[src/design/ieval_pkg.sv]
// Shared types and constants for the infix integer expression evaluator.
// Used by the front, queue, arithmetic unit, back and top level; depends on nothing.
`default_nettype none

package ieval_pkg;

  localparam int WORD_BITS_DEF   = 32;
  localparam int QUEUE_DEPTH_DEF = 4;
  localparam int TOK_BITS        = 3;
  localparam int RESULT_BITS     = 32;

  localparam logic [7:0] CH_EQ    = 8'h3D;
  localparam logic [7:0] CH_PLUS  = 8'h2B;
  localparam logic [7:0] CH_MINUS = 8'h2D;
  localparam logic [7:0] CH_MUL   = 8'h2A;
  localparam logic [7:0] CH_DIV   = 8'h2F;
  localparam logic [7:0] CH_ZERO  = 8'h30;
  localparam logic [7:0] CH_NINE  = 8'h39;
  localparam logic [7:0] CH_SPACE = 8'h20;

  localparam logic REG_SKIP_CHAR = 1'b0;

  typedef enum logic [TOK_BITS-1:0] {
    TOK_MUL = 3'd0,
    TOK_DIV = 3'd1,
    TOK_ADD = 3'd2,
    TOK_SUB = 3'd3,
    TOK_EQ  = 3'd4
  } tok_op_t;

  typedef enum logic [1:0] {
    MOP_FIRST = 2'd0,
    MOP_MUL   = 2'd1,
    MOP_DIV   = 2'd2
  } mul_op_t;

  typedef struct packed {
    logic start;
    logic is_div;
  } alu_req_t;

  typedef struct packed {
    logic busy;
    logic done;
    logic dz;
  } alu_rsp_t;

endpackage

`default_nettype wire

[src/design/ieval_front.sv]
// Front end: accepts characters, drops the skip character, builds decimal numbers
// and pushes one operator item with its operand into the queue. Depends on ieval_pkg.
`default_nettype none

module ieval_front #(
  parameter int WORD_BITS = ieval_pkg::WORD_BITS_DEF
) (
  input  wire logic                              clk,
  input  wire logic                              rst,
  input  wire logic [7:0]                        char_in,
  input  wire logic                              in_valid,
  output logic                                   in_stall,
  input  wire logic [7:0]                        skip_char,
  input  wire logic                              q_full,
  output logic                                   q_push,
  output logic [ieval_pkg::TOK_BITS+WORD_BITS-1:0] q_wdata
);
  import ieval_pkg::*;

  logic [WORD_BITS-1:0] number;
  logic [WORD_BITS-1:0] number_next;
  logic                 closed;
  logic                 closed_next;
  logic                 accept;
  logic                 is_skip;
  logic                 is_digit;
  logic                 is_op;
  tok_op_t              op;
  logic [7:0]           dval;

  assign in_stall = q_full;
  assign accept   = in_valid && !in_stall;
  assign is_skip  = (char_in == skip_char);
  assign is_digit = (char_in >= CH_ZERO) && (char_in <= CH_NINE);
  assign dval     = char_in - CH_ZERO;

  always_comb begin
    is_op = 1'b1;
    op    = TOK_EQ;
    unique case (char_in)
      CH_MUL:   op = TOK_MUL;
      CH_DIV:   op = TOK_DIV;
      CH_PLUS:  op = TOK_ADD;
      CH_MINUS: op = TOK_SUB;
      CH_EQ:    op = TOK_EQ;
      default:  is_op = 1'b0;
    endcase
  end

  always_comb begin
    number_next = number;
    closed_next = closed;
    q_push      = 1'b0;
    if (accept && !is_skip) begin
      if (is_digit) begin
        if (!closed) begin
          number_next = (number << 3) + (number << 1)
                        + {{(WORD_BITS-4){1'b0}}, dval[3:0]};
        end
      end else if (is_op) begin
        q_push      = 1'b1;
        number_next = '0;
        closed_next = 1'b0;
      end else begin
        closed_next = 1'b1;
      end
    end
  end

  assign q_wdata = {op, number};

  always_ff @(posedge clk) begin
    if (rst) begin
      number <= '0;
      closed <= 1'b0;
    end else begin
      number <= number_next;
      closed <= closed_next;
    end
  end

endmodule

`default_nettype wire

[src/design/ieval_queue.sv]
// Short first-in first-out queue of operator items between front and back.
// Show-ahead read port. Depends on ieval_pkg for its default width and depth.
`default_nettype none

module ieval_queue #(
  parameter int WIDTH = ieval_pkg::TOK_BITS + ieval_pkg::WORD_BITS_DEF,
  parameter int DEPTH = ieval_pkg::QUEUE_DEPTH_DEF
) (
  input  wire logic             clk,
  input  wire logic             rst,
  input  wire logic             push,
  input  wire logic [WIDTH-1:0] wdata,
  input  wire logic             pop,
  output logic [WIDTH-1:0]      rdata,
  output logic                  full,
  output logic                  empty
);
  import ieval_pkg::*;

  localparam int PW = (DEPTH > 1) ? $clog2(DEPTH) : 1;
  localparam int CW = $clog2(DEPTH + 1);

  logic [WIDTH-1:0] store [DEPTH];
  logic [PW-1:0]    wptr;
  logic [PW-1:0]    rptr;
  logic [CW-1:0]    count;
  logic             do_push;
  logic             do_pop;

  assign full    = (count == CW'(DEPTH));
  assign empty   = (count == '0);
  assign do_push = push && !full;
  assign do_pop  = pop && !empty;
  assign rdata   = store[rptr];

  always_ff @(posedge clk) begin
    if (do_push) begin
      store[wptr] <= wdata;
    end
  end

  always_ff @(posedge clk) begin
    if (rst) begin
      wptr  <= '0;
      rptr  <= '0;
      count <= '0;
    end else begin
      if (do_push) begin
        wptr <= (wptr == PW'(DEPTH - 1)) ? '0 : wptr + 1'b1;
      end
      if (do_pop) begin
        rptr <= (rptr == PW'(DEPTH - 1)) ? '0 : rptr + 1'b1;
      end
      if (do_push && !do_pop) begin
        count <= count + 1'b1;
      end else if (do_pop && !do_push) begin
        count <= count - 1'b1;
      end
    end
  end

endmodule

`default_nettype wire

[src/design/ieval_alu.sv]
// Iterative arithmetic unit: shift-and-add multiply and restoring signed divide,
// one bit per cycle. Depends on ieval_pkg for the request and response structs.
`default_nettype none

module ieval_alu #(
  parameter int WORD_BITS = ieval_pkg::WORD_BITS_DEF
) (
  input  wire logic                 clk,
  input  wire logic                 rst,
  input  wire ieval_pkg::alu_req_t  req,
  input  wire logic [WORD_BITS-1:0] opa_in,
  input  wire logic [WORD_BITS-1:0] opb_in,
  output ieval_pkg::alu_rsp_t       rsp,
  output logic [WORD_BITS-1:0]      result
);
  import ieval_pkg::*;

  localparam int W  = WORD_BITS;
  localparam int CW = $clog2(W + 1);

  typedef enum logic [2:0] {
    A_IDLE = 3'b001,
    A_RUN  = 3'b010,
    A_FIX  = 3'b100
  } alu_state_t;

  alu_state_t    state;
  logic          mode_div;
  logic          neg;
  logic          dz;
  logic [W-1:0]  acc;
  logic [W-1:0]  opa;
  logic [W-1:0]  opb;
  logic [W-1:0]  rem;
  logic [CW-1:0] cnt;
  logic [W-1:0]  rem_sh;
  logic          ge;
  logic          na;
  logic          nb;
  logic [W-1:0]  ua;
  logic [W-1:0]  ub;

  assign na     = opa_in[W-1];
  assign nb     = opb_in[W-1];
  assign ua     = na ? (~opa_in + 1'b1) : opa_in;
  assign ub     = nb ? (~opb_in + 1'b1) : opb_in;
  assign rem_sh = {rem[W-2:0], opa[W-1]};
  assign ge     = (rem_sh >= opb);

  assign rsp.busy = (state != A_IDLE);
  assign rsp.done = (state == A_FIX);
  assign rsp.dz   = dz;
  assign result   = neg ? (~acc + 1'b1) : acc;

  always_ff @(posedge clk) begin
    if (rst) begin
      state <= A_IDLE;
      cnt   <= '0;
    end else begin
      unique case (state)
        A_IDLE: begin
          if (req.start) begin
            cnt <= CW'(W);
            if (req.is_div && (ub == '0)) begin
              state <= A_FIX;
            end else begin
              state <= A_RUN;
            end
          end
        end
        A_RUN: begin
          cnt <= cnt - 1'b1;
          if (cnt == CW'(1)) begin
            state <= A_FIX;
          end
        end
        A_FIX: begin
          state <= A_IDLE;
        end
        default: begin
          state <= A_IDLE;
        end
      endcase
    end
  end

  always_ff @(posedge clk) begin
    if (state == A_IDLE && req.start) begin
      mode_div <= req.is_div;
      acc      <= '0;
      rem      <= '0;
      if (req.is_div) begin
        opa <= ua;
        opb <= ub;
        neg <= (na != nb) && (ub != '0);
        dz  <= (ub == '0);
      end else begin
        opa <= opa_in;
        opb <= opb_in;
        neg <= 1'b0;
        dz  <= 1'b0;
      end
    end else if (state == A_RUN) begin
      opa <= opa << 1;
      if (mode_div) begin
        acc <= {acc[W-2:0], ge};
        rem <= ge ? (rem_sh - opb) : rem_sh;
      end else begin
        opb <= opb >> 1;
        if (opb[0]) begin
          acc <= acc + opa;
        end
      end
    end
  end

endmodule

`default_nettype wire

[src/design/ieval_back.sv]
// Back end: takes operator items from the queue, folds operands into the running
// term and sum, and registers the result on '='. Depends on ieval_pkg.
`default_nettype none

module ieval_back #(
  parameter int WORD_BITS = ieval_pkg::WORD_BITS_DEF
) (
  input  wire logic                                    clk,
  input  wire logic                                    rst,
  input  wire logic                                    q_empty,
  input  wire logic [ieval_pkg::TOK_BITS+WORD_BITS-1:0] q_rdata,
  output logic                                         q_pop,
  output ieval_pkg::alu_req_t                          alu_req,
  output logic [WORD_BITS-1:0]                         alu_opa,
  output logic [WORD_BITS-1:0]                         alu_opb,
  input  wire ieval_pkg::alu_rsp_t                     alu_rsp,
  input  wire logic [WORD_BITS-1:0]                    alu_result,
  output logic signed [ieval_pkg::RESULT_BITS-1:0]     result_value,
  output logic                                         div_by_zero,
  output logic                                         out_valid,
  input  wire logic                                    out_stall
);
  import ieval_pkg::*;

  typedef enum logic [2:0] {
    B_IDLE = 3'b001,
    B_CALC = 3'b010,
    B_FIN  = 3'b100
  } back_state_t;

  back_state_t          state;
  logic [WORD_BITS-1:0] sum;
  logic [WORD_BITS-1:0] term;
  mul_op_t              mul_op;
  logic                 sign_minus;
  logic                 err;
  tok_op_t              tok_op;
  logic                 out_free;
  logic                 emit_eq;
  logic [WORD_BITS-1:0] sum_next;
  tok_op_t              head_op;
  logic [WORD_BITS-1:0] head_num;

  assign head_op  = tok_op_t'(q_rdata[WORD_BITS +: TOK_BITS]);
  assign head_num = q_rdata[WORD_BITS-1:0];
  assign out_free = !out_valid || !out_stall;
  assign emit_eq  = (state == B_FIN) && (tok_op == TOK_EQ) && out_free;
  assign sum_next = sign_minus ? (sum - term) : (sum + term);

  assign q_pop          = (state == B_IDLE) && !q_empty;
  assign alu_req.start  = q_pop && (mul_op != MOP_FIRST);
  assign alu_req.is_div = (mul_op == MOP_DIV);
  assign alu_opa        = term;
  assign alu_opb        = head_num;

  always_ff @(posedge clk) begin
    if (rst) begin
      state      <= B_IDLE;
      sum        <= '0;
      term       <= '0;
      mul_op     <= MOP_FIRST;
      sign_minus <= 1'b0;
      err        <= 1'b0;
      out_valid  <= 1'b0;
    end else begin
      if (out_valid && !out_stall && !emit_eq) begin
        out_valid <= 1'b0;
      end
      unique case (state)
        B_IDLE: begin
          if (q_pop) begin
            tok_op <= head_op;
            if (mul_op == MOP_FIRST) begin
              term  <= head_num;
              state <= B_FIN;
            end else begin
              state <= B_CALC;
            end
          end
        end
        B_CALC: begin
          if (alu_rsp.done) begin
            term  <= alu_result;
            err   <= err || alu_rsp.dz;
            state <= B_FIN;
          end
        end
        B_FIN: begin
          unique case (tok_op)
            TOK_MUL: begin
              mul_op <= MOP_MUL;
              state  <= B_IDLE;
            end
            TOK_DIV: begin
              mul_op <= MOP_DIV;
              state  <= B_IDLE;
            end
            TOK_ADD, TOK_SUB: begin
              sum        <= sum_next;
              term       <= '0;
              mul_op     <= MOP_FIRST;
              sign_minus <= (tok_op == TOK_SUB);
              state      <= B_IDLE;
            end
            TOK_EQ: begin
              if (out_free) begin
                result_value <= RESULT_BITS'($signed(sum_next));
                div_by_zero  <= err;
                out_valid    <= 1'b1;
                sum          <= '0;
                term         <= '0;
                mul_op       <= MOP_FIRST;
                sign_minus   <= 1'b0;
                err          <= 1'b0;
                state        <= B_IDLE;
              end
            end
            default: begin
              state <= B_IDLE;
            end
          endcase
        end
        default: begin
          state <= B_IDLE;
        end
      endcase
    end
  end

endmodule

`default_nettype wire

[src/design/infix_integer_expression_evaluator.sv]
// Top level of the infix integer expression evaluator: configuration port, front,
// queue, back and arithmetic unit. Depends on ieval_pkg and all ieval_* modules.
//
// Characters enter on char_in, one per cycle while in_stall is low; in_stall rises
// only when the operator queue (QUEUE_DEPTH items) is full. Digits, the skip
// character and other characters are handled in the front end alone. Each
// operator or '=' becomes a queue item; the back end takes an item whose operand
// needs no multiply or divide from B_IDLE to B_FIN, and one that follows '*' or
// '/' through B_IDLE, B_CALC and B_FIN, where B_CALC waits on the one-bit-per-cycle
// shift-and-add multiplier and restoring divider. The result of '=' waits in an
// output register.
`default_nettype none

module infix_integer_expression_evaluator #(
  parameter int WORD_BITS   = ieval_pkg::WORD_BITS_DEF,
  parameter int QUEUE_DEPTH = ieval_pkg::QUEUE_DEPTH_DEF
) (
  input  wire logic                                clk,
  input  wire logic                                rst,
  input  wire logic [7:0]                          char_in,
  input  wire logic                                in_valid,
  output logic                                     in_stall,
  output logic signed [ieval_pkg::RESULT_BITS-1:0] result_value,
  output logic                                     div_by_zero,
  output logic                                     out_valid,
  input  wire logic                                out_stall,
  input  wire logic                                psel,
  input  wire logic                                penable,
  input  wire logic                                pwrite,
  input  wire logic [2:0]                          paddr,
  input  wire logic [31:0]                         pwdata,
  output logic [31:0]                              prdata,
  output logic                                     pready
);
  import ieval_pkg::*;

  localparam int QW = TOK_BITS + WORD_BITS;

  logic [7:0]           skip_char;
  logic                 cfg_write;
  logic                 q_full;
  logic                 q_empty;
  logic                 q_push;
  logic                 q_pop;
  logic [QW-1:0]        q_wdata;
  logic [QW-1:0]        q_rdata;
  alu_req_t             alu_req;
  alu_rsp_t             alu_rsp;
  logic [WORD_BITS-1:0] alu_opa;
  logic [WORD_BITS-1:0] alu_opb;
  logic [WORD_BITS-1:0] alu_result;

  assign pready    = 1'b1;
  assign cfg_write = psel && penable && pwrite && pready;
  assign prdata    = (paddr[2] == REG_SKIP_CHAR) ? {24'd0, skip_char} : 32'd0;

  always_ff @(posedge clk) begin
    if (rst) begin
      skip_char <= CH_SPACE;
    end else if (cfg_write && (paddr[2] == REG_SKIP_CHAR)) begin
      skip_char <= pwdata[7:0];
    end
  end

  ieval_front #(.WORD_BITS(WORD_BITS)) u_front (
    .clk       (clk),
    .rst       (rst),
    .char_in   (char_in),
    .in_valid  (in_valid),
    .in_stall  (in_stall),
    .skip_char (skip_char),
    .q_full    (q_full),
    .q_push    (q_push),
    .q_wdata   (q_wdata)
  );

  ieval_queue #(.WIDTH(QW), .DEPTH(QUEUE_DEPTH)) u_queue (
    .clk   (clk),
    .rst   (rst),
    .push  (q_push),
    .wdata (q_wdata),
    .pop   (q_pop),
    .rdata (q_rdata),
    .full  (q_full),
    .empty (q_empty)
  );

  ieval_alu #(.WORD_BITS(WORD_BITS)) u_alu (
    .clk    (clk),
    .rst    (rst),
    .req    (alu_req),
    .opa_in (alu_opa),
    .opb_in (alu_opb),
    .rsp    (alu_rsp),
    .result (alu_result)
  );

  ieval_back #(.WORD_BITS(WORD_BITS)) u_back (
    .clk          (clk),
    .rst          (rst),
    .q_empty      (q_empty),
    .q_rdata      (q_rdata),
    .q_pop        (q_pop),
    .alu_req      (alu_req),
    .alu_opa      (alu_opa),
    .alu_opb      (alu_opb),
    .alu_rsp      (alu_rsp),
    .alu_result   (alu_result),
    .result_value (result_value),
    .div_by_zero  (div_by_zero),
    .out_valid    (out_valid),
    .out_stall    (out_stall)
  );

  a_no_push_when_full: assert property (@(posedge clk) disable iff (rst)
    q_full |-> !q_push)
    else $error("operator item pushed into a full queue");

  a_alu_start_idle: assert property (@(posedge clk) disable iff (rst)
    alu_req.start |-> !alu_rsp.busy)
    else $error("arithmetic unit started while busy");

  a_alu_done_after_busy: assert property (@(posedge clk) disable iff (rst)
    $rose(alu_rsp.done) |-> $past(alu_rsp.busy || alu_req.start))
    else $error("arithmetic unit finished without being started");

  a_pop_needs_item: assert property (@(posedge clk) disable iff (rst)
    q_pop |-> !q_empty)
    else $error("queue popped while empty");

endmodule

`default_nettype wire
[config.mk]
export PLATFORM = sky130hd
export DESIGN_NAME = infix_integer_expression_evaluator
export DESIGN_NICKNAME = d
export VERILOG_FILES = /design/src/design/ieval_pkg.sv /design/src/design/ieval_front.sv /design/src/design/ieval_queue.sv /design/src/design/ieval_alu.sv /design/src/design/ieval_back.sv /design/src/design/infix_integer_expression_evaluator.sv
export SDC_FILE = /design/constraint.sdc
export NUM_CORES = 1
export LEC_CHECK = 0
export BUFFER_PORTS_ARGS = -buffer_cell sky130_fd_sc_hd__buf_2
export CORE_MARGIN = 1
export CORE_UTILIZATION = 38
export DETAILED_ROUTE_END_ITERATION = 16
export PLACE_DENSITY_LB_ADDON = 0.2
export SLEW_MARGIN = 40
export SYNTH_ARGS = -nofsm -noshare
export SYNTH_HDL_FRONTEND = slang
export SYNTH_SLANG_ARGS = --single-unit
[constraint.sdc]
create_clock -name clk -period 6.9 [get_ports clk]
set_input_delay 0.345 -clock clk [delete_from_list [all_inputs] [get_ports clk]]
set_output_delay 0.345 -clock clk [all_outputs]
set_load 0.1 [all_outputs]
# Word level (Yosys, flattened, before mapping)
# Memory sizes are Yosys's and may differ from the RTL's. A register that Yosys moved wholly into a read port is not among the register bits.
# Cells that the tools add are included.
[word_totals]
output_inout_bits = 68
memories = 1
in_bits = 50
elab_cells = 206
ram_bits = 140
register_bits = 295
[op_classes]
bitwise = 6
order_cmp = 3
n_addsub = 15
n_reduce_logical = 60
n_mux = 62
eq_ne = 34
[mem_list]
columns = ["memory", "depth", "width", "read_ports", "rd_clocked_by_memory_dff", "wr", "line", "rtl"]
rows = [
  ["u_queue.store", 4, 35, 1, 1, 1, "ieval_queue.sv:23", "logic [WIDTH-1:0] store [DEPTH];"],
]
[ops]
columns = ["cell", "count"]
rows = [
  ["two-way mux 32 bit", 20],
  ["one-hot mux 32 bit (2 select lines)", 2],
  ["adder 32 x 1 -> 32 bit (second input constant)", 3],
  ["adder 32 bit", 3],
  ["inverter 32 bit", 3],
  ["one-hot mux 32 bit (3 select lines)", 1],
  ["== test 8 x 6 -> 1 bit (second input constant)", 5],
  ["adder 32 x 4 -> 32 bit", 1],
  ["greater-or-equal comparator 32 bit", 1],
  ["zero test 32 bit", 1],
  ["nonzero test 32 bit", 1],
  ["subtractor 32 bit", 1],
  ["two-way mux 31 bit", 1],
  ["subtractor 31 bit", 1],
  ["two-way mux 3 bit", 10],
  ["logical AND 1 bit", 19],
  ["nonzero test 2 bit", 8],
  ["AND reduction 3 bit", 5],
  ["two-way mux 1 bit", 14],
  ["== test 3 x 2 -> 1 bit (second input constant)", 4],
  ["== test 3 bit (second input constant)", 4],
  ["one-hot mux 3 bit (4 select lines)", 1],
  ["one-hot mux 6 bit (2 select lines)", 1],
  ["AND reduction 2 bit", 6],
  ["34 further kinds", 64],
]

# Logic depth before layout (Yosys ltp)
# Gate-level depths: netlist of run 1.
[depth]
depth_word = 11
ltp_mapped = 20
ltp_nobuf = 20

# Modules after synthesis
# A second synthesis of run 1 with hierarchy kept.
[unflattened]
hier_cells = 2954
hier_area_um2 = 28074.4
[by_module_without_submodules]
columns = ["module", "area_each_um2", "instances", "cells_per_inst", "seq_area_each_um2"]
rows = [
  ["ieval_alu", 11977.7, 1, 1492, 3453.3],
  ["ieval_back", 6665.1, 1, 753, 2522.4],
  ["ieval_queue", 5536.6, 1, 233, 4384.2],
  ["ieval_front", 3269.4, 1, 406, 660.6],
  ["infix_integer_expression_evaluator", 625.6, 1, 70, 160.2],
]

# Worst setup path before layout of run 1
# No wires, ideal clock.
[synth_path]
path_type = "reg2reg"
startpoint = "reg u_back.term[5], in the netlist u_back.alu_opa[5]"
endpoint = "reg u_back.sum[31]"
slack_ns = 1.953
path_buffers = 1
setup_ns = 0.071
arrival_time_ns = 4.877
required_time_ns = 6.829
stages_incl_launch_ff = 21
period_less_slack_ns = 4.947
cell_sequence = "dfxtp_1 > clkbuf_1 > or4_1 > nor3b_1 > nand2b_1 > nor3_1 > nor3b_1 > nor3b_1 > nor3b_1 > nor2_1 > xnor2_1 > ha_1 > a21oi_1 > nor2b_1 > o31ai_1 > a31oi_1 > o41ai_1 > mux2i_1 > nand2_1 > or3_1 > a21oi_1"
[synth_between]
elab_chain_cells = 3
word_cells_on_any_way = 4
cone_classes = "add/sub: 2; mux: 2"
[synth_lines]
columns = ["element", "line", "rtl"]
rows = [
  ["from (decl)", "ieval_back.sv:33", "logic [WORD_BITS-1:0] term;"],
  ["from (signal assigned)", "ieval_back.sv:74", "term <= head_num;"],
  ["from (signal assigned)", "ieval_back.sv:83", "term <= alu_result;"],
  ["adder 32 bit / subtractor 32 bit (equally long branches)", "ieval_back.sv:48", "assign sum_next = sign_minus ? (sum - term) : (sum + term);"],
  ["two-way mux 32 bit *", "ieval_back.sv:48", ""],
  ["one-hot mux 32 bit (2 select lines) *", "ieval_back.sv:89", "unique case (tok_op)"],
  ["to (signal assigned)", "ieval_back.sv:99", "sum <= sum_next;"],
  ["to (decl)", "ieval_back.sv:32", "logic [WORD_BITS-1:0] sum;"],
]
# Mark *: on every way between the ends. The rest lies on a longest branch, timed or not.
# A chain may end at the register's enable or synchronous reset.

# Final worst setup path of run 1
[layout_path]
startpoint = "reg u_back.term[8], in the netlist u_back.alu_opa[8]"
endpoint = "reg u_back.sum[31]"
# Same word-level chain as after synthesis.

==> results.ini, run 1 <==
[setup_path]
timing.setup.critical_path_class=register to register
reg2reg_slack_ps=1230
worst_setup_path_end_kind=register
r2r-start=u_back.alu_opa[8]
arrival_ps=6190
crit_chain=or4_1 -> nor3b_1 -> nand2b_1 -> nor3_1 -> nor3b_1 -> nor3b_1 -> nor3b_1 -> nor2_1 -> xnor2_1 -> ha_1 -> a21oi_1 -> nor2b_1 -> o31ai_1 -> a31oi_1 -> o41ai_1 -> mux2i_1 -> nand2_1 -> or3_1 -> a21oi_1
cp_common_cell=nor3b_1
worst-endpoint-required_ps=7420
worstRegToRegCells=19
critical_path.max_stage_delay_ps=600
timing.rr.end=u_back.sum[31]
crit_slowest_cell=or4_1
cp_max_fo=6
start_kind=register

[global_routing]
met2_usage_pct=32.5
first_global_vias=20317
track_usage_pct=19.1
grtUsageMet3_pct=2.34
grtUsageMet1_pct=25.3
grt_max_degree=85
gr-total-overflow=0
grt_pass1_wl_um=109000
top_usage_layer=met2
antenna_found_initial=0

[run_status]
status=finished clean

[sta]
slew_viol_final=0
period_needed_ps=5670
rsz0062_at_grt=false
slew_headroom_pct=35.3
max_freq_mhz=176
finalSetupViolations=0
finalHoldViolations=0
fin_skew_ps=30.8
tightestPinTransition_ps=946
tns_ps=0
min_period_over_period_pct=82.1

[die]
die_h_um=267
core_um2=68900
dieArea_um2=71100
fp-row-count=96
initial_core_util_pct=38.6
pin_count=118
die_w_um=267

[detailed_routing]
drtIter0Drc=1615
viasPerCell=5.54
post_drt_wl_per_cell_um=18.2
drc=0
via_count=21036
routed_wl_um=69200
drt.antenna.violating_nets=0
dr.pass1.iters=6

[cts]
clock_sink_count=437
htreeDepth=2
cts_buffer_depth=3
clk_latency_ps=600
cts_root_buf=clkbuf_16
cts_tree=yes
cts.clk_slew.worst_paths_ps=60
cts_resized=0
cts_setup_buffers=0
cts_hold_buf=8
cts_inserted_buffers=50

[hold_path]
hp-start=out_stall
holdPathEnd=u_back.out_valid
hold_depth=3
hold_class=primary input to register

[power]
power_mw=7.66
clockPowerShare_pct=35.0
p_sw_mw=2.46
cellPowerDensity_nw_per_um2=260
p_sw_share_pct=32.2
leakagePower_nw=12.0
seq_power_share_pct=40.1
internal_power_mw=5.19
vdd_ir_drop_max_v=0.000180
power_frac_comb_pct=24.9

[placement]
hpwl_um=49800
dp.cells=3694
io_buffer_count=66
gp_congestion=0.909

[logic_synthesis]
synth_area_um2=26600
ys_async_sr_fraction_pct=0
synth_warnings=0
ys_seq_area_share_pct=42.0
netlist_instances=2805
yosys.area.top_type_share_pct=27.4
yosys-top-cells-area=edfxtp_1, dfxtp_1, ha_1
avgSynthCellArea_um2=9.49
synth_largest_area_cell=edfxtp_1
synth_seq_cells=437
synth.distinct_cells=87
ys.flop_type=edfxtp_1
synth_edf_count=243

[layout]
area_delta_synth_final_pct=10.8
diodes=0
nets=3043
finalNonFillerCells=3794
final_layout_size_suffix_gt1_share_pct=8.77
nFillCells=6744

[job]
drv_cap=0

-- cells in the mapped netlist (23+ instances only) --
cell type	n
a211oi_1	54
a21o_1	54
a21oi_1	225
a22oi_1	63
and3_1	24
buf_4	25
clkbuf_1	111
dfxtp_1	194
edfxtp_1	243
ha_1	164
inv_1	89
mux2i_1	38
mux4_2	34
nand2_1	220
nand2b_1	32
nand3_1	41
nor2_1	288
nor2b_1	33
nor3_1	69
nor3b_1	23
o211ai_1	30
o21a_1	23
o21ai_0	208
or3_1	24
xnor2_1	158
xor2_1	63
-- cell type report --
class / instances / area, µm² / area share (%)
clock buffers: 71 / 1410 / 4.78
clock inverters: 21 / 240 / 0.814
inverters: 92 / 345 / 1.17
multi-input cells: 2136 / 14500 / 49.0
flip-flops and latches: 437 / 11200 / 37.9
well taps: 931 / 1160 / 3.95
repair buffers: 106 / 689 / 2.34
-- through the flow --
stage                     utilization [%]  hold WS [ps]  area (µm²)  setup WS [ps]
after floorplan                         -           419       26700           1950
after global placement               40.2           469       27700           1210
after detailed placement             40.3           475       27800           1310
after CTS                            42.8           139       29500           1280
after global routing                 42.8           180       29500            496
final                                42.8           162       29500           1230
-- worst max-delay path by stage --
stage / slack, ps / to / cells after the start / from
after floorplan: 1950 / u_back.sum[31] / 20 / u_back.alu_opa[5]
after global routing: 500 / u_back.sum[31] / 19 / u_back.alu_opa[8]
final: 1230 / u_back.sum[31] / 19 / u_back.alu_opa[8]
after CTS: 1280 / u_back.sum[31] / 19 / u_back.alu_opa[8]
after global placement: 1210 / u_back.sum[31] / 19 / u_back.alu_opa[8]
after detailed placement: 1310 / u_back.sum[31] / 19 / u_back.alu_opa[8]
-- power by group through the flow --
stage / sequential [mW] / combinational [mW] / clock (mW)
floorplan: 3.06 / 1.53 / 0
global placement: 3.12 / 1.88 / 0
detailed placement: 3.13 / 1.90 / 0
CTS: 3.07 / 1.91 / 2.75
global route: 3.09 / 2.11 / 2.85
finish: 3.07 / 1.90 / 2.68
-- sequential cells by signal (all words and copies together), names as in the netlist, 32 cells and up, named ones only --
register	flops
u_alu.acc	32
u_alu.opa	32
u_alu.opb	32
u_back.alu_opa	32
u_back.result_value	32
u_back.sum	32
u_front.number	32
u_queue.store	140
-- cells by family (layout without fill, tap and decap cells) --
kind of cell    count (synthesis)  in the layout  synth area share [%]
compound gates                791            791                  18.6
flops                         437            437                  42.0
other cells                     2             25                0.0282
buf+inv                       255            290                  4.14
mux                            76             76                  4.48
simple gates                  853            853                  15.3
xor+xnor                      221            221                  7.27
fa+ha+maj                     170            170                  8.16
-- worst max-delay path: cells and delay by family, from the launching register on --
kind	cells	cell delay (ps)
XOR/XNOR	1	130
multiplexers	1	310
adder cells (fa/ha/maj)	1	340
AO/OA/AOI/OAI	5	1130
AND/OR/NAND/NOR	11	3330
flip-flops	1	360
-- layer usage --
metal,part of all wire [%],vias to the layer above,routed length [µm]
met1,45,10191,31200
li1,-,10294,-
met2,48,453,33300
met4,2.2,0,1490
met5,0,-,0
met3,4.7,98,3230
-- cell usage in the layout (no fill, tap or decap), types with 63 or more instances in the layout --
cell / count
nand2_1: 219
ha_1: 164
xnor2_1: 158
a22oi_1: 63
nor3_1: 68
o21ai_0: 206
edfxtp_1: 243
a21oi_1: 225
buf_2: 65
xor2_1: 63
nor2_1: 285
inv_1: 89
dfxtp_1: 193
No activity file was read; power rests on OpenSTA's default activity.
==> run 2, diff against run 1 <==
clock period = 5.4 ns   (was 6.9 ns; I/O delays follow)
==> results.ini, run 2 (synthesized netlist as in run 1, its figures left out) <==
[run_status]
status=finished clean

[sta]
finalSetupViolations=0
fin_skew_ps=27.0
tightestPinTransition_ps=783
max_freq_mhz=198
finalHoldViolations=0
hold_slack_ps=58.4
slew_viol_final=0
slew_headroom_pct=47.0
min_period_over_period_pct=93.3
period_needed_ps=5040

[cts]
cts_setup_buffers=0
cts_root_buf=clkbuf_16
cts_inserted_buffers=49
cts_tree=yes
clock_sink_count=437
htreeDepth=2
clk_latency_ps=600
cts_buffer_depth=3
cts.clk_slew.worst_paths_ps=60

[global_routing]
first_global_vias=20207
grt_pass1_wl_um=111000
track_usage_pct=19.3
gr-total-overflow=0
grt_max_degree=87
antenna_found_initial=0

[die]
pin_count=118
die_h_um=267
die_w_um=267
core_um2=68900
initial_core_util_pct=38.6
dieArea_um2=71100
fp-row-count=96

[hold_path]
holdPathEnd=u_back.out_valid
hold_depth=3
hold_class=primary input to register
hp-start=out_stall

[setup_path]
cp_common_cell=or3_1
arrival_ps=5570
worstRegToRegCells=18
r2r-start=u_back.alu_opa[8]
crit_slowest_cell=or4_1
worst_setup_path_end_kind=register
cp_top_family=simple AND/OR/NAND/NOR gates
timing.rr.end=u_back.sum[31]
critical_path.max_stage_delay_ps=600
start_kind=register
reg2reg_slack_ps=360
timing.setup.critical_path_class=register to register
path_buf_inv=1
cp_max_fo=6
worst-endpoint-required_ps=5930
crit_chain=or4_1 -> nor3b_1 -> nand3b_1 -> or3_1 -> or3_1 -> nor2b_1 -> xnor2_1 -> ha_1 -> o2111a_1 -> and3_1 -> a22oi_2 -> a31oi_1 -> o41ai_2 -> buf_4 -> mux2i_1 -> nand2_1 -> or3_1 -> a21oi_1

[layout]
layout_common_cells=nor2_1, edfxtp_1, a21oi_1
finalNonFillerCells=3813
diodes=0
final_common_cell=nor2_1
nets=3061
final_layout_size_suffix_gt1_share_pct=9.40
area_delta_synth_final_pct=11.4
regMostFlops=u_queue.store
largest_register_ffs=140

[detailed_routing]
drtIter0Drc=1583
via_count=21008
drt.antenna.violating_nets=0
drc=0
routed_wl_um=69700
post_drt_wl_per_cell_um=18.3
dr.pass1.iters=5
viasPerCell=5.51

[placement]
io_buffer_count=66
gp_congestion=0.892
dp.cells=3713
hpwl_um=50200

[power]
leakagePower_nw=12.1
cellPowerDensity_nw_per_um2=332
vdd_ir_drop_max_v=0.000280

[job]
drv_cap=0

## run 2: worst max path at each step
stage / startpoint / endpoint / slack (ps) / depth (start not counted)
after floorplan: u_back.alu_opa[5] / u_back.sum[31] / 450 / 20
after global placement: u_back.alu_opa[8] / u_back.sum[31] / 220 / 21
after detailed placement: u_back.alu_opa[8] / u_back.sum[31] / 250 / 21
after CTS: u_back.alu_opa[8] / u_back.sum[31] / 200 / 21
after global routing: u_back.alu_opa[8] / u_back.sum[31] / -0.03 / 21
final: u_back.alu_opa[8] / u_back.sum[31] / 360 / 18
## run 2: where the power goes
| part | internal (mW) | switching (mW) |
|---|---|---|
| Sequential | 3.70 | 0.214 |
| Clock | 2.01 | 1.42 |
| Combinational | 0.955 | 1.54 |
## run 2: tightest hold or removal path: cells and delay by family
kind,cells,cell delay [ps]
AO/OA/AOI/OAI,1,90
buffers and inverters,1,100
AND/OR/NAND/NOR,1,150
## run 2: per-layer routing
metal / track usage (%) / up-vias / share of wire [%]
met1: 26.1 / 10191 / 46
li1: - / 10325 / -
met3: 2.42 / 84 / 4.2
met4: 5.23 / 0 / 2.1
met5: 0 / - / 0
met2: 32.4 / 408 / 47
## run 2: through the flow
step	worst slack, ps	instance area [µm²]	setup TNS [ps]	util (%)	total power [mW]
after floorplan	453	26700	0	-	5.87
after global placement	223	27800	0	40.4	6.44
after detailed placement	254	27900	0	40.5	6.47
after CTS	197	29600	0	43.0	9.94
after global routing	-0.0289	29700	-0.0289	43.0	10.3
final	360	29700	0	43.0	9.83
## run 2: final cells by class
cell class	count	area, µm²
sequential	437	11200
timing repair buffer	125	845
multi-input combinational	2136	14500
clock buffer	70	1370
tap	931	1160
clock inverter	22	267
fill	6758	39300
inverter	92	345
## run 2: repair_timing
| action | CTS | global route |
|---|---|---|
| hold buffers | 8 | 0 |
| hold endpoints to repair | 8 | 0 |
| resized for setup | 0 | 5 |
| endpoints found under the setup margin | 0 | 4 |
==> run 3, diff against run 2 <==
clock period = 5.9 ns   (was 5.4 ns; I/O delays follow)
==> results.ini, run 3 (synthesized netlist as in run 1, its figures left out) <==
[placement]
gp_congestion=0.949
io_buffer_count=66
hpwl_um=49900
preCtsSetupSlack_ps=644

[detailed_routing]
routed_wl_um=69600
post_drt_wl_per_cell_um=18.3
via_count=21032
dr.pass1.iters=6
drc=0
viasPerCell=5.54
drtIter0Drc=1658
drt.antenna.violating_nets=0

[setup_path]
arrival_ps=5870
critical_path.max_stage_delay_ps=580
worst-endpoint-required_ps=6450
cp_common_cell=nor3b_1
timing.setup.critical_path_class=register to register
crit_slowest_cell=or4_1
cp_max_fo=7
worst_setup_path_end_kind=register
crit_chain=or4_1 -> nor3b_1 -> nand2b_1 -> nor3_1 -> nor3b_1 -> buf_4 -> nor3b_1 -> buf_4 -> nor3b_1 -> nor2_1 -> xnor2_1 -> ha_1 -> a21oi_1 -> nor2b_1 -> o31ai_1 -> a31oi_1 -> o41ai_1 -> mux2i_1 -> nand2_1 -> or3_1 -> a21oi_1
start_kind=register

[cts]
cts_hold_buf=8
clk_latency_ps=620
htreeDepth=2
cts_buffer_depth=3
cts.clk_slew.worst_paths_ps=60
cts_inserted_buffers=50
cts_tree=yes
cts_setup_buffers=0
cts_resized=0
clock_sink_count=437
cts_root_buf=clkbuf_16

[power]
leakagePower_nw=12.1
vdd_ir_drop_max_v=0.000212
cellPowerDensity_nw_per_um2=310

[layout]
multiInputGateArea_um2=14500
nets=3044
final_common_cell=nor2_1
nFillCells=6689
fin_util_pct=43.0
regMostFlops=u_queue.store
area_delta_synth_final_pct=11.4
seq_area_um2=11200
layout_common_cells=nor2_1, edfxtp_1, a21oi_1
largest_register_ffs=140
final_layout_size_suffix_gt1_share_pct=9.14

[global_routing]
track_usage_pct=19.2
gr-total-overflow=0
antenna_found_initial=2
first_global_vias=20030
grt_max_degree=85
grt_pass1_wl_um=110000

[sta]
max_freq_mhz=188
finalHoldViolations=0
timing.final.ws_setup_ps=582
slew_viol_final=0
fin_skew_ps=49.5
tns_ps=0
finalSetupViolations=0
period_needed_ps=5320
slew_headroom_pct=43.5
rsz0062_at_grt=false
min_period_over_period_pct=90.1
tightestPinTransition_ps=845

[die]
pin_count=118
die_h_um=267
fp-row-count=96
initial_core_util_pct=38.6
core_um2=68900
dieArea_um2=71100
die_w_um=267

[hold_path]
hold_class=primary input to register

[run_status]
status=finished clean

[job]
drv_cap=0

==> run 3: power by group <==
part           switching (mW)  internal (mW)  leakage [nW]  total, mW
clock network            1.33           2.03         0.876       3.36
logic                    1.40          0.846          7.13       2.25
registers               0.203           3.39          4.06       3.59
total                    2.94           6.27          12.1       9.21
==> run 3: worst max-delay path: cells and delay by family, from the launching register on <==
family          cells  cell delay [ps]
compound gates      5             1130
flops               1              380
buf+inv             2              340
mux                 1              320
simple gates       11             2630
fa+ha+maj           1              330
xor+xnor            1              130
==> run 3: per-stage QoR <==
step	instances	hold slack (ps)	cell area [µm²]	power, mW
after CTS	3797	43.5	29700	9.31
after floorplan	2828	419	26700	5.37
final	3798	84.4	29700	9.21
after detailed placement	3695	477	27800	5.91
after global routing	3797	88.3	29700	9.67
after global placement	3693	465	27700	5.87
==> run 3: worst paths after layout <==
| path | startpoint | to | slack (ps) | depth (start not counted) |
|---|---|---|---|---|
| min reg2reg | skip_char[2] | skip_char[2] | 490 | 2 |
| max | u_back.alu_opa[5] | u_back.sum[31] | 580 | 21 |
| min | out_stall | u_back.out_valid | 80 | 3 |
| max reg2reg | u_back.alu_opa[5] | u_back.sum[31] | 580 | 21 |
==> run 3: layout make-up <==
cell class              instances  share of cell area [%]
diodes                          1                 0.00844
clock buffers                  57                    4.48
clock inverters                37                    1.63
inverters                      92                    1.16
multi-input cells            2136                    48.8
flip-flops and latches        437                    37.7
well taps                     931                    3.93
repair buffers                107                    2.34
==> run 3: per-layer routing <==
layer / track usage [%] / up-vias / routed length, µm
met5: 0 / - / 12
met2: 33.1 / 491 / 33700
met3: 2.37 / 96 / 2900
li1: - / 10307 / -
met1: 25.2 / 10136 / 31400
met4: 5.31 / 2 / 1510
